**src/sale_pkg.sv**
```systemverilog
// sale_pkg: types and constants shared by the sensor alarm latch evaluator
// used by sale_front, sale_fifo, sale_back and sensor_alarm_latch_evaluator
package sale_pkg;

    localparam int NUM_FLAGS = 6;
    localparam int Q_DEPTH   = 4;
    localparam int Q_AW      = $clog2(Q_DEPTH);
    localparam int Q_CW      = $clog2(Q_DEPTH + 1);

    // gas ohms to kilohms: x / 1000 == (x * GAS_MAGIC) >> GAS_SHIFT for any 32-bit x
    localparam logic [28:0] GAS_MAGIC   = 29'd274877907;
    localparam int          GAS_SHIFT   = 38;
    localparam logic [31:0] GAS_SAT_OHM = 32'd32767000;
    localparam logic [15:0] GAS_SAT_K   = 16'd32767;

    // flag bit positions
    localparam int FL_THI = 0;
    localparam int FL_TLO = 1;
    localparam int FL_HUM = 2;
    localparam int FL_GAS = 3;
    localparam int FL_BAT = 4;
    localparam int FL_FLT = 5;

    typedef enum logic [2:0] {
        CFG_TEMP_HIGH = 3'd0,
        CFG_TEMP_LOW  = 3'd1,
        CFG_HUM_HIGH  = 3'd2,
        CFG_GAS_LOW   = 3'd3,
        CFG_BAT_LOW   = 3'd4,
        CFG_BAT_HYST  = 3'd5,
        CFG_EXPECTED  = 3'd6
    } t_cfg_addr;

    typedef enum logic [2:0] {
        KIND_NONE      = 3'd0,
        KIND_TEMP_HIGH = 3'd1,
        KIND_TEMP_LOW  = 3'd2,
        KIND_HUM_HIGH  = 3'd3,
        KIND_GAS_LOW   = 3'd4,
        KIND_BAT_LOW   = 3'd5,
        KIND_FAULT     = 3'd6
    } t_kind;

    localparam logic SEV_ALARM   = 1'b0;
    localparam logic SEV_WARNING = 1'b1;

    typedef struct packed {
        logic [2:0]         valid_bits;
        logic signed [15:0] temperature;
        logic [15:0]        humidity;
        logic [31:0]        gas_resistance;
        logic [15:0]        battery_voltage;
    } t_sample;

    typedef struct packed {
        t_kind              event_kind;
        logic               severity;
        logic signed [15:0] event_value;
        logic [5:0]         latched_flags;
        logic               last;
    } t_result;

    // classified sample handed from front to back
    typedef struct packed {
        logic [NUM_FLAGS-1:0] ev_mask;
        logic [NUM_FLAGS-1:0] flags;
        logic [2:0]           valid_bits;
        logic [15:0]          temperature;
        logic [15:0]          humidity;
        logic [15:0]          gas_k;
        logic [15:0]          battery;
    } t_entry;

endpackage

```
**src/sensor_alarm_latch_evaluator.sv**
```systemverilog
// Sensor alarm latch evaluator: accepts one request per cycle while the internal queue has room
// and gives one result per cycle while results are popped. A request yields one to MAX_EVENTS
// results (one for each alarm flag it newly sets, in order temperature, humidity, gas, battery,
// fault, or a single none result); later requests wait in the queue while the single result
// register of the back sequencer is busy. Requests pass the queue, then the result register.
// Depends on sale_pkg, sale_front, sale_fifo and sale_back.
module sensor_alarm_latch_evaluator #(
    parameter int MAX_EVENTS = 5
) (
    input  logic              i_clk,
    input  logic              i_rst_n,
    input  logic              push,
    output logic              full,
    input  sale_pkg::t_sample i_item,
    output logic              empty,
    input  logic              pop,
    output sale_pkg::t_result o_result,
    input  logic              i_cfg_we,
    input  logic [2:0]        i_cfg_addr,
    input  logic [31:0]       i_cfg_wdata
);
    import sale_pkg::*;

    logic   accept;
    t_entry entry;
    t_entry head;
    logic   q_empty;
    logic   head_pop;

    sale_front #(
        .MAX_EVENTS (MAX_EVENTS)
    ) u_front (
        .i_clk       (i_clk),
        .i_rst_n     (i_rst_n),
        .i_push      (push),
        .i_full      (full),
        .i_item      (i_item),
        .i_cfg_we    (i_cfg_we),
        .i_cfg_addr  (i_cfg_addr),
        .i_cfg_wdata (i_cfg_wdata),
        .o_accept    (accept),
        .o_entry     (entry)
    );

    sale_fifo u_fifo (
        .i_clk   (i_clk),
        .i_rst_n (i_rst_n),
        .i_wr    (accept),
        .i_data  (entry),
        .i_rd    (head_pop),
        .o_head  (head),
        .o_full  (full),
        .o_empty (q_empty)
    );

    sale_back u_back (
        .i_clk        (i_clk),
        .i_rst_n      (i_rst_n),
        .i_head       (head),
        .i_head_valid (!q_empty),
        .o_head_pop   (head_pop),
        .i_pop        (pop),
        .o_empty      (empty),
        .o_result     (o_result)
    );

endmodule

```
**src/sale_front.sv**
```systemverilog
// sale_front: configuration registers, latched alarm flags and sample classification
// depends on sale_pkg
module sale_front #(
    parameter int MAX_EVENTS = 5
) (
    input  logic              i_clk,
    input  logic              i_rst_n,
    input  logic              i_push,
    input  logic              i_full,
    input  sale_pkg::t_sample i_item,
    input  logic              i_cfg_we,
    input  logic [2:0]        i_cfg_addr,
    input  logic [31:0]       i_cfg_wdata,
    output logic              o_accept,
    output sale_pkg::t_entry  o_entry
);
    import sale_pkg::*;

    logic signed [15:0]   r_thi;
    logic signed [15:0]   r_tlo;
    logic [15:0]          r_hum;
    logic [31:0]          r_gas;
    logic [15:0]          r_bat;
    logic [15:0]          r_hys;
    logic [2:0]           r_exp;
    logic [NUM_FLAGS-1:0] r_latched;

    logic [NUM_FLAGS-1:0] n_latched;
    logic [NUM_FLAGS-1:0] ev_raw;
    logic [NUM_FLAGS-1:0] ev_kept;
    logic [2:0]           ev_cnt;
    logic [15:0]          bat_clr;
    logic [60:0]          gas_prod;
    logic [15:0]          gas_k;

    assign o_accept = i_push && !i_full;
    assign bat_clr  = r_bat + r_hys;
    assign gas_prod = i_item.gas_resistance * GAS_MAGIC;
    assign gas_k    = (i_item.gas_resistance >= GAS_SAT_OHM) ? GAS_SAT_K
                                                             : gas_prod[GAS_SHIFT +: 16];

    always_comb begin
        n_latched = r_latched;
        ev_raw    = '0;
        if (i_item.valid_bits[0]) begin
            if (i_item.temperature > r_thi) begin
                if (!n_latched[FL_THI]) begin
                    n_latched[FL_THI] = 1'b1;
                    ev_raw[FL_THI]    = 1'b1;
                end
            end else if (i_item.temperature < r_tlo) begin
                if (!n_latched[FL_TLO]) begin
                    n_latched[FL_TLO] = 1'b1;
                    ev_raw[FL_TLO]    = 1'b1;
                end
            end else begin
                n_latched[FL_THI] = 1'b0;
                n_latched[FL_TLO] = 1'b0;
            end
            if (i_item.humidity > r_hum) begin
                if (!n_latched[FL_HUM]) begin
                    n_latched[FL_HUM] = 1'b1;
                    ev_raw[FL_HUM]    = 1'b1;
                end
            end else begin
                n_latched[FL_HUM] = 1'b0;
            end
        end
        if (i_item.valid_bits[1] && (r_gas != '0)) begin
            if (i_item.gas_resistance < r_gas) begin
                if (!n_latched[FL_GAS]) begin
                    n_latched[FL_GAS] = 1'b1;
                    ev_raw[FL_GAS]    = 1'b1;
                end
            end else begin
                n_latched[FL_GAS] = 1'b0;
            end
        end
        if (i_item.valid_bits[2]) begin
            if (i_item.battery_voltage < r_bat) begin
                if (!n_latched[FL_BAT]) begin
                    n_latched[FL_BAT] = 1'b1;
                    ev_raw[FL_BAT]    = 1'b1;
                end
            end else if (i_item.battery_voltage >= bat_clr) begin
                n_latched[FL_BAT] = 1'b0;
            end
        end
        if ((i_item.valid_bits & r_exp) != r_exp) begin
            if (!n_latched[FL_FLT]) begin
                n_latched[FL_FLT] = 1'b1;
                ev_raw[FL_FLT]    = 1'b1;
            end
        end else begin
            n_latched[FL_FLT] = 1'b0;
        end
    end

    // keep only the first MAX_EVENTS events in flag order
    always_comb begin
        ev_kept = '0;
        ev_cnt  = '0;
        for (int i = 0; i < NUM_FLAGS; i++) begin
            if (ev_raw[i] && (ev_cnt < 3'(MAX_EVENTS))) begin
                ev_kept[i] = 1'b1;
                ev_cnt     = ev_cnt + 3'd1;
            end
        end
    end

    always_comb begin
        o_entry.ev_mask     = ev_kept;
        o_entry.flags       = n_latched;
        o_entry.valid_bits  = i_item.valid_bits;
        o_entry.temperature = i_item.temperature;
        o_entry.humidity    = i_item.humidity;
        o_entry.gas_k       = gas_k;
        o_entry.battery     = i_item.battery_voltage;
    end

    always_ff @(posedge i_clk) begin
        if (!i_rst_n) begin
            r_latched <= '0;
        end else if (o_accept) begin
            r_latched <= n_latched;
        end
    end

    always_ff @(posedge i_clk) begin
        if (!i_rst_n) begin
            r_thi <= 16'sd3500;
            r_tlo <= 16'sd0;
            r_hum <= 16'd8000;
            r_gas <= 32'd0;
            r_bat <= 16'd2200;
            r_hys <= 16'd100;
            r_exp <= 3'd7;
        end else if (i_cfg_we) begin
            case (t_cfg_addr'(i_cfg_addr))
                CFG_TEMP_HIGH: r_thi <= i_cfg_wdata[15:0];
                CFG_TEMP_LOW:  r_tlo <= i_cfg_wdata[15:0];
                CFG_HUM_HIGH:  r_hum <= i_cfg_wdata[15:0];
                CFG_GAS_LOW:   r_gas <= i_cfg_wdata;
                CFG_BAT_LOW:   r_bat <= i_cfg_wdata[15:0];
                CFG_BAT_HYST:  r_hys <= i_cfg_wdata[15:0];
                CFG_EXPECTED:  r_exp <= i_cfg_wdata[2:0];
                default: begin
                end
            endcase
        end
    end

`ifndef SYNTHESIS
    a_events_latched: assert property (@(posedge i_clk) disable iff (!i_rst_n)
        o_accept |-> ((o_entry.ev_mask & ~o_entry.flags) == '0))
        else $error("event raised for a flag that is not set");

    a_flags_update: assert property (@(posedge i_clk) disable iff (!i_rst_n)
        o_accept |=> (r_latched == $past(n_latched)))
        else $error("latched flags not updated on request");
`endif

endmodule

```
**src/sale_fifo.sv**
```systemverilog
// sale_fifo: short register queue between the classifying front and the event back
// depends on sale_pkg
module sale_fifo (
    input  logic             i_clk,
    input  logic             i_rst_n,
    input  logic             i_wr,
    input  sale_pkg::t_entry i_data,
    input  logic             i_rd,
    output sale_pkg::t_entry o_head,
    output logic             o_full,
    output logic             o_empty
);
    import sale_pkg::*;

    t_entry          r_mem [Q_DEPTH];
    logic [Q_AW-1:0] r_wp;
    logic [Q_AW-1:0] r_rp;
    logic [Q_CW-1:0] r_cnt;

    logic do_wr;
    logic do_rd;

    assign o_full  = (r_cnt == Q_CW'(Q_DEPTH));
    assign o_empty = (r_cnt == '0);
    assign do_wr   = i_wr && !o_full;
    assign do_rd   = i_rd && !o_empty;
    assign o_head  = r_mem[r_rp];

    always_ff @(posedge i_clk) begin
        if (do_wr) begin
            r_mem[r_wp] <= i_data;
        end
    end

    always_ff @(posedge i_clk) begin
        if (!i_rst_n) begin
            r_wp  <= '0;
            r_rp  <= '0;
            r_cnt <= '0;
        end else begin
            if (do_wr) begin
                r_wp <= r_wp + 1'b1;
            end
            if (do_rd) begin
                r_rp <= r_rp + 1'b1;
            end
            case ({do_wr, do_rd})
                2'b10:   r_cnt <= r_cnt + 1'b1;
                2'b01:   r_cnt <= r_cnt - 1'b1;
                default: r_cnt <= r_cnt;
            endcase
        end
    end

`ifndef SYNTHESIS
    a_count_bound: assert property (@(posedge i_clk) disable iff (!i_rst_n)
        r_cnt <= Q_CW'(Q_DEPTH))
        else $error("queue count beyond depth");
`endif

endmodule

```
**src/sale_back.sv**
```systemverilog
// sale_back: walks the event mask of the head entry, one result per cycle, into the output register;
// it stalls while that register holds a result that is not popped, and depends on sale_pkg
module sale_back (
    input  logic              i_clk,
    input  logic              i_rst_n,
    input  sale_pkg::t_entry  i_head,
    input  logic              i_head_valid,
    output logic              o_head_pop,
    input  logic              i_pop,
    output logic              o_empty,
    output sale_pkg::t_result o_result
);
    import sale_pkg::*;

    logic                 r_out_valid;
    t_result              r_out;
    logic [NUM_FLAGS-1:0] r_done;

    logic [NUM_FLAGS-1:0] pend;
    logic [NUM_FLAGS-1:0] sel;
    logic [2:0]           idx;
    logic                 is_last;
    logic                 load;
    t_result              n_out;

    assign pend    = i_head.ev_mask & ~r_done;
    assign sel     = pend & (~pend + 1'b1);
    assign is_last = ((pend & ~sel) == '0);
    assign load    = i_head_valid && (!r_out_valid || i_pop);

    assign o_head_pop = load && is_last;
    assign o_empty    = !r_out_valid;
    assign o_result   = r_out;

    always_comb begin
        idx = '0;
        for (int i = NUM_FLAGS - 1; i >= 0; i--) begin
            if (pend[i]) begin
                idx = 3'(i);
            end
        end
    end

    always_comb begin
        n_out.latched_flags = i_head.flags;
        n_out.last          = is_last;
        n_out.event_kind    = KIND_NONE;
        n_out.severity      = SEV_ALARM;
        n_out.event_value   = '0;
        if (pend != '0) begin
            case (idx)
                3'(FL_THI): begin
                    n_out.event_kind  = KIND_TEMP_HIGH;
                    n_out.event_value = i_head.temperature;
                end
                3'(FL_TLO): begin
                    n_out.event_kind  = KIND_TEMP_LOW;
                    n_out.event_value = i_head.temperature;
                end
                3'(FL_HUM): begin
                    n_out.event_kind  = KIND_HUM_HIGH;
                    n_out.severity    = SEV_WARNING;
                    n_out.event_value = i_head.humidity;
                end
                3'(FL_GAS): begin
                    n_out.event_kind  = KIND_GAS_LOW;
                    n_out.severity    = SEV_WARNING;
                    n_out.event_value = i_head.gas_k;
                end
                3'(FL_BAT): begin
                    n_out.event_kind  = KIND_BAT_LOW;
                    n_out.severity    = SEV_WARNING;
                    n_out.event_value = i_head.battery;
                end
                3'(FL_FLT): begin
                    n_out.event_kind  = KIND_FAULT;
                    n_out.severity    = SEV_WARNING;
                    n_out.event_value = {13'd0, i_head.valid_bits};
                end
                default: begin
                end
            endcase
        end
    end

    always_ff @(posedge i_clk) begin
        if (load) begin
            r_out <= n_out;
        end
    end

    always_ff @(posedge i_clk) begin
        if (!i_rst_n) begin
            r_out_valid <= 1'b0;
            r_done      <= '0;
        end else begin
            if (load) begin
                r_out_valid <= 1'b1;
                r_done      <= is_last ? '0 : (r_done | sel);
            end else if (i_pop) begin
                r_out_valid <= 1'b0;
            end
        end
    end

`ifndef SYNTHESIS
    a_done_subset: assert property (@(posedge i_clk) disable iff (!i_rst_n)
        i_head_valid |-> ((r_done & ~i_head.ev_mask) == '0))
        else $error("emitted bits outside the head event mask");

    a_last_clears: assert property (@(posedge i_clk) disable iff (!i_rst_n)
        o_head_pop |=> (r_done == '0))
        else $error("progress mask not cleared after final result");
`endif

endmodule

```
**config.mk**
```make
export PLATFORM = sky130hd
export DESIGN_NAME = sensor_alarm_latch_evaluator
export DESIGN_NICKNAME = d
export VERILOG_FILES = /design/src/sale_pkg.sv /design/src/sensor_alarm_latch_evaluator.sv /design/src/sale_front.sv /design/src/sale_fifo.sv /design/src/sale_back.sv
export SDC_FILE = /design/constraint.sdc
export NUM_CORES = 2
export LEC_CHECK = 0
export BUFFER_PORTS_ARGS = -buffer_cell sky130_fd_sc_hd__clkbuf_2
export CORE_MARGIN = 5
export CORE_UTILIZATION = 30
export CTS_BUF_LIST = sky130_fd_sc_hd__clkbuf_4
export DETAILED_ROUTE_END_ITERATION = 7
export REMOVE_ABC_BUFFERS = 1
export SETUP_SLACK_MARGIN = 0.4
export SKIP_LAST_GASP = 1
export SLEW_MARGIN = 10
export SYNTH_ARGS = -nofsm -noshare
export SYNTH_HDL_FRONTEND = slang
export SYNTH_SLANG_ARGS = --single-unit
```
**constraint.sdc**
```tcl
create_clock -name i_clk -period 6.6 [get_ports i_clk]
set_clock_uncertainty 0.1 [all_clocks]
set_input_delay 0 -clock i_clk [delete_from_list [all_inputs] [get_ports i_clk]]
set_output_delay 0 -clock i_clk [all_outputs]
set_load 0.03 [all_outputs]
```
-- Word-level counts from Yosys, hierarchy flattened
Memories as Yosys holds them, arrays and structs flattened. A register that Yosys moved wholly into a read port is not among the register bits.
Index checks and enable logic that the tools add are counted.
- reduce and logical (&&, ||, !) cells: 32
- multipliers: 1
- magnitude comparators: 12
- multiplexer cells: 57
- add/subtract/negate cells: 10
- bitwise logic cells: 8
- equal/unequal tests: 15
- operators with widths (kind ; count):
    $pmux W16 S5 ; 1
    $mul A32 B29 Y54 const B ; 1
    $mux W1 ; 38
    $mux W3 ; 12
    $ge A32 B25 Y1 const B ; 1
    $gt A16 B16 Y1 ; 2
    $lt A16 B16 Y1 ; 2
    $lt A32 B32 Y1 ; 1
    $reduce_bool A32 Y1 ; 1
    $and A6 B6 Y6 ; 3
    $eq A3 B3 Y1 const B ; 6
    $not A6 Y6 ; 3
    $pmux W3 S6 ; 1
    $add A16 B16 Y16 ; 1
    $ge A16 B16 Y1 ; 1
    $mux W16 ; 1
    $reduce_and A2 Y1 ; 7
    $add A3 B1 Y3 const B ; 4
    $eq A3 B2 Y1 const B ; 4
    $lt A3 B3 Y1 const B ; 4
    $logic_and A1 B1 Y1 ; 11
    $logic_not A3 Y1 ; 3
    $add A6 B1 Y6 const B ; 1
    $eq A3 B1 Y1 const B ; 2
    other kinds (19) ; 24
- memories: 1
- word-level logic and storage cells: 154
- flip-flop bits (word level): 162
- RAM bits: 316
- memory list (memory ; depth ; bits a word ; rd ports ; clocked after Yosys merged registers in ; write ports ; line ; RTL):
    u_fifo.r_mem ; 4 ; 79 ; 1 ; 1 ; 1 ; sale_fifo.sv:15 ; t_entry r_mem [Q_DEPTH];

-- Depth between registers and ports, before layout
- depth in word-level cells: 20
- depth in mapped cells: 25

-- Hierarchy
From an unflattened synthesis, not the netlist that was laid out.
- cells, all modules: 3118
- area total of the unflattened synthesis: 36283.5 µm²
- by module, submodules not included (module ; cells each ; seq. area each (µm²) ; area an instance (µm²) ; times used):
    sale_front ; 2476 ; 2422.3 ; 22525.4 ; 1
    sale_fifo ; 467 ; 9669.3 ; 11866.4 ; 1
    sale_back ; 174 ; 950.9 ; 1888.1 ; 1
    sensor_alarm_latch_evaluator ; 1 ; 0.0 ; 3.8 ; 1

-- Worst setup path after synthesis
No wires, ideal clock.
- kind: input-to-reg
- start point: in i_item[39] (netlist name)
- end point: mem u_fifo.r_mem[0][27] (netlist name) (data pin)
- arrival time: 6316 ps
- slack: -35 ps
- required time: 6281 ps
- stages on the path: 24
- path through: ha_1 fa_1 fa_1 inv_1 fa_1 inv_1 fa_1 inv_1 fa_1 inv_1 fa_1 inv_1 fa_1 inv_1 ha_1 and4_1 and3_1 o211ai_1 a311o_1 and3_4 o41a_4 a31oi_2 a211oi_1 o31ai_1
- RTL lines (element ; line ; RTL):
    start, declared ; sensor_alarm_latch_evaluator.sv:14 ; input sale_pkg::t_sample i_item,
    end, declared ; sale_fifo.sv:15 ;

==> metrics <==
cells along the critical path clkbuf_4 > buf_4 > ha_2 > fa_2 > fa_1 > inv_1 > fa_1 > inv_1 > fa_1 > fa_1 > fa_1 > inv_1 > fa_1 > inv_1 > ha_1 > nand2_2 > nor4_4 > o211ai_1 > a311o_1 > and3_4 > o41a_4 > a31oi_2 > xnor2_1 > nand2_1; Nets 4679; Netlist Area Pre-Place about 0.036 sq mm; GRT Resource Usage Total 0.164; Worst path most repeated cell fa_1; Antenna Violating Nets Remaining 0; Root Driver clkbuf_4; R2R depth 18; crit path DAT 6.48 ns; clock buffer depth 3; Worst path depth 24; number of enable flip-flop cells after synthesis between 300 and 400; Avg WL per Cell 19.2 microns; critical path required time 6.99 ns; yosys warns 0; Die H 355 microns; synthesized area per cell about 12 sq um; commonest cells after routing, fill and taps aside inv_1 (644), ha_1 (473), edfxtp_1 (343); final hold viol count 0; CP top delay family adder cells; highest routed layer met5; DRT met1 WL 46.6 mm; # IOs 152; first-pass GRT wire length 159 mm; Hold Path Class in -> reg; worst-margin pin slew between 1 and 1.5 ns; final setup violation count 0; Detailed Place HPWL 78.6 mm; Worst path slowest cell fa_1; DR vias/cell 4.69; most common cell after layout, fill and taps aside inv_1; worst skew pair latency 0.93 ns; CORE AREA 0.118 sq mm; Initial Util 0.302; Worst-path clk slew 0.07 ns; Hold Crit Depth 5; fin crit period 6.09 ns; CP startpoint kind input port; status complete, no violations; First-pass DRT Iterations 5; Area growth, synth to finish 24.2%; Vias 25.2k; Port Buffers 151; DRT iter0 DRCs 1578; critical setup path kind in -> reg; initial antenna violation count 10; worst stage delay on the critical path 0.56 ns; detailed-route DRC error count 0; Sinks on Clock Net 480; relative slew slack 0.247; CTS Buf Count 113; GP Congestion 0.902; metal2 WL 49.1 mm; post-synthesis sequential area ratio 0.365; share of cells above drive strength 1 0.191; Post-Synthesis Cells around 3.1k; post-synthesis cell type count 76; CP max FO 8; CTS H-tree lvls 3; fin crit share 0.923; GRT overflow 0; Synth Register Bits 480; CP Capture Type flip-flop; RSZ-0062 raised after global routing false; largest net degree at the start of global routing between 90 and 100; asr flop ratio synth 0; wire length on met3 4.33 mm; vias in the first global route 26.4k; Setup TNS 0 ns; maxcap violations 0; Slew Limit Fails 0; DIE AREA about 0.13 sq mm; Buf+Inv Stages, Crit Path 6; final wirelength a little over 100 mm; post-layout util 0.375; CTS tree done; f_max 164 MHz; row cnt 126; Synth Flop Type edfxtp_1; chip width 355 microns
[sequential cells by signal (all words and copies together), names as in the netlist, named ones only]
signal,cells
u_fifo.r_mem,316
u_front.r_thi,16
u_front.r_exp,3
u_back.r_out_valid,1
u_fifo.r_rp,2
u_fifo.r_cnt,3
u_back.r_done,6
u_front.r_latched,6
u_front.r_hum,16
u_front.r_gas,32
u_front.r_bat,16
u_front.r_tlo,16
u_front.r_hys,16
u_back.o_result,27
u_fifo.r_wp,2
[Yosys cell counts, types with 4 or more instances]
master	instances	area, sq um
a21o_1	33	248
o211ai_1	27	203
inv_1	649	2440
mux4_2	79	1780
buf_2	6	30.0
nor4_1	13	81.3
and2_1	17	106
a221oi_1	15	131
a21boi_0	97	728
nand4_1	21	131
and3_1	14	87.6
edfxtp_1	343	10300
a211oi_1	7	52.6
o21a_1	11	82.6
o2111ai_1	5	43.8
a211o_1	6	52.6
clkbuf_1	49	184
xor2_1	12	105
buf_1	4	15.0
nor2b_1	14	87.6
dfxtp_1	137	2740
xnor2_1	29	254
or3_1	6	37.5
nand3_1	33	165
nand2_1	281	1050
o2bb2ai_1	4	35.0
a21oi_1	77	385
nor2_1	80	300
o21ai_0	51	255
a2111oi_0	6	52.6
nor3_1	28	140
a31oi_1	11	68.8
nand2b_1	21	131
o22ai_1	4	25.0
ha_1	511	6390
o211a_1	4	40.0
fa_1	298	5970
and4_1	6	52.6
o21bai_1	5	37.5
mux2i_1	20	200
[stage by stage]
| stage | cells | area (sq um) | worst slack [ns] | hold WS, ns |
|---|---|---|---|---|
| detailed placement | 4932 | 39900 | -0.696 | 0.146 |
| floorplan | 3026 | 35500 | -0.482 | -0.0381 |
| CTS | 5365 | 43800 | 0.402 | 0.000143 |
| global placement | 4932 | 39900 | -0.642 | 0.136 |
| finish | 5376 | 44400 | 0.506 | 0.0881 |
| global route | 5373 | 44400 | 0.383 | 0.0486 |
[kinds of logic (layout without fill, tap and decap cells)]
kind of cell               Yosys count  in the layout  synth area share
AOI/OAI and AO/OA                  400            400            0.0785
xor gates and xnor gates            41             41            0.0101
and+or+nand+nor                    545            545            0.0690
adders and majority gates          810            810             0.346
muxes                              101            101            0.0560
DFF                                480            480             0.365
buffers and inverters              710           1457            0.0751
other                                0              6                 0
[layout make-up]
cell class | instances | area (sq um)
clock buffers | 161 | 1210
well taps | 1536 | 1920
diodes | 6 | 15.0
flip-flops and latches | 480 | 13100
clock inverters | 41 | 260
repair buffers | 606 | 4840
inverters | 649 | 2440
multi-input cells | 1897 | 20600
fillers | 11500 | 73900
[layer usage]
| layer | GRT usage | vias to the layer above |
|---|---|---|
| met1 | 0.222 | 12500 |
| li1 | - | 11900 |
| met3 | 0.0238 | 172 |
| met4 | 0.0505 | 4 |
| met2 | 0.273 | 603 |
| met5 | 0 | - |
[worst min-delay path: stages]
cell,delay (ns)
dlygate4sd3_1,0.52
clkbuf_2,0.09
nor2b_1,0.12
buf_4,0.20
o211a_1,0.14
[final timing paths]
path                                  startpoint                    to  slack, ns
worst min register to register  u_back.r_done[2]      u_back.r_done[2]       0.36
worst max register to register  u_front.r_thi[9]   u_fifo.r_mem[3][77]       0.97
worst min-delay path                        push  u_front.r_latched[5]       0.09
worst max-delay path                  i_item[29]   u_fifo.r_mem[0][24]       0.51
[repair_timing]
item	in CTS	in global routing
cloned	0	0
hold endpoints to repair	516	0
pin swaps	4	48
setup endpoints to repair	37	56
hold buffers	231	0
resized for setup	15	117
setup buffers	0	5
Power is not shown: default switching activity piles up to over one toggle a cycle in this logic, so the estimate is an artifact.
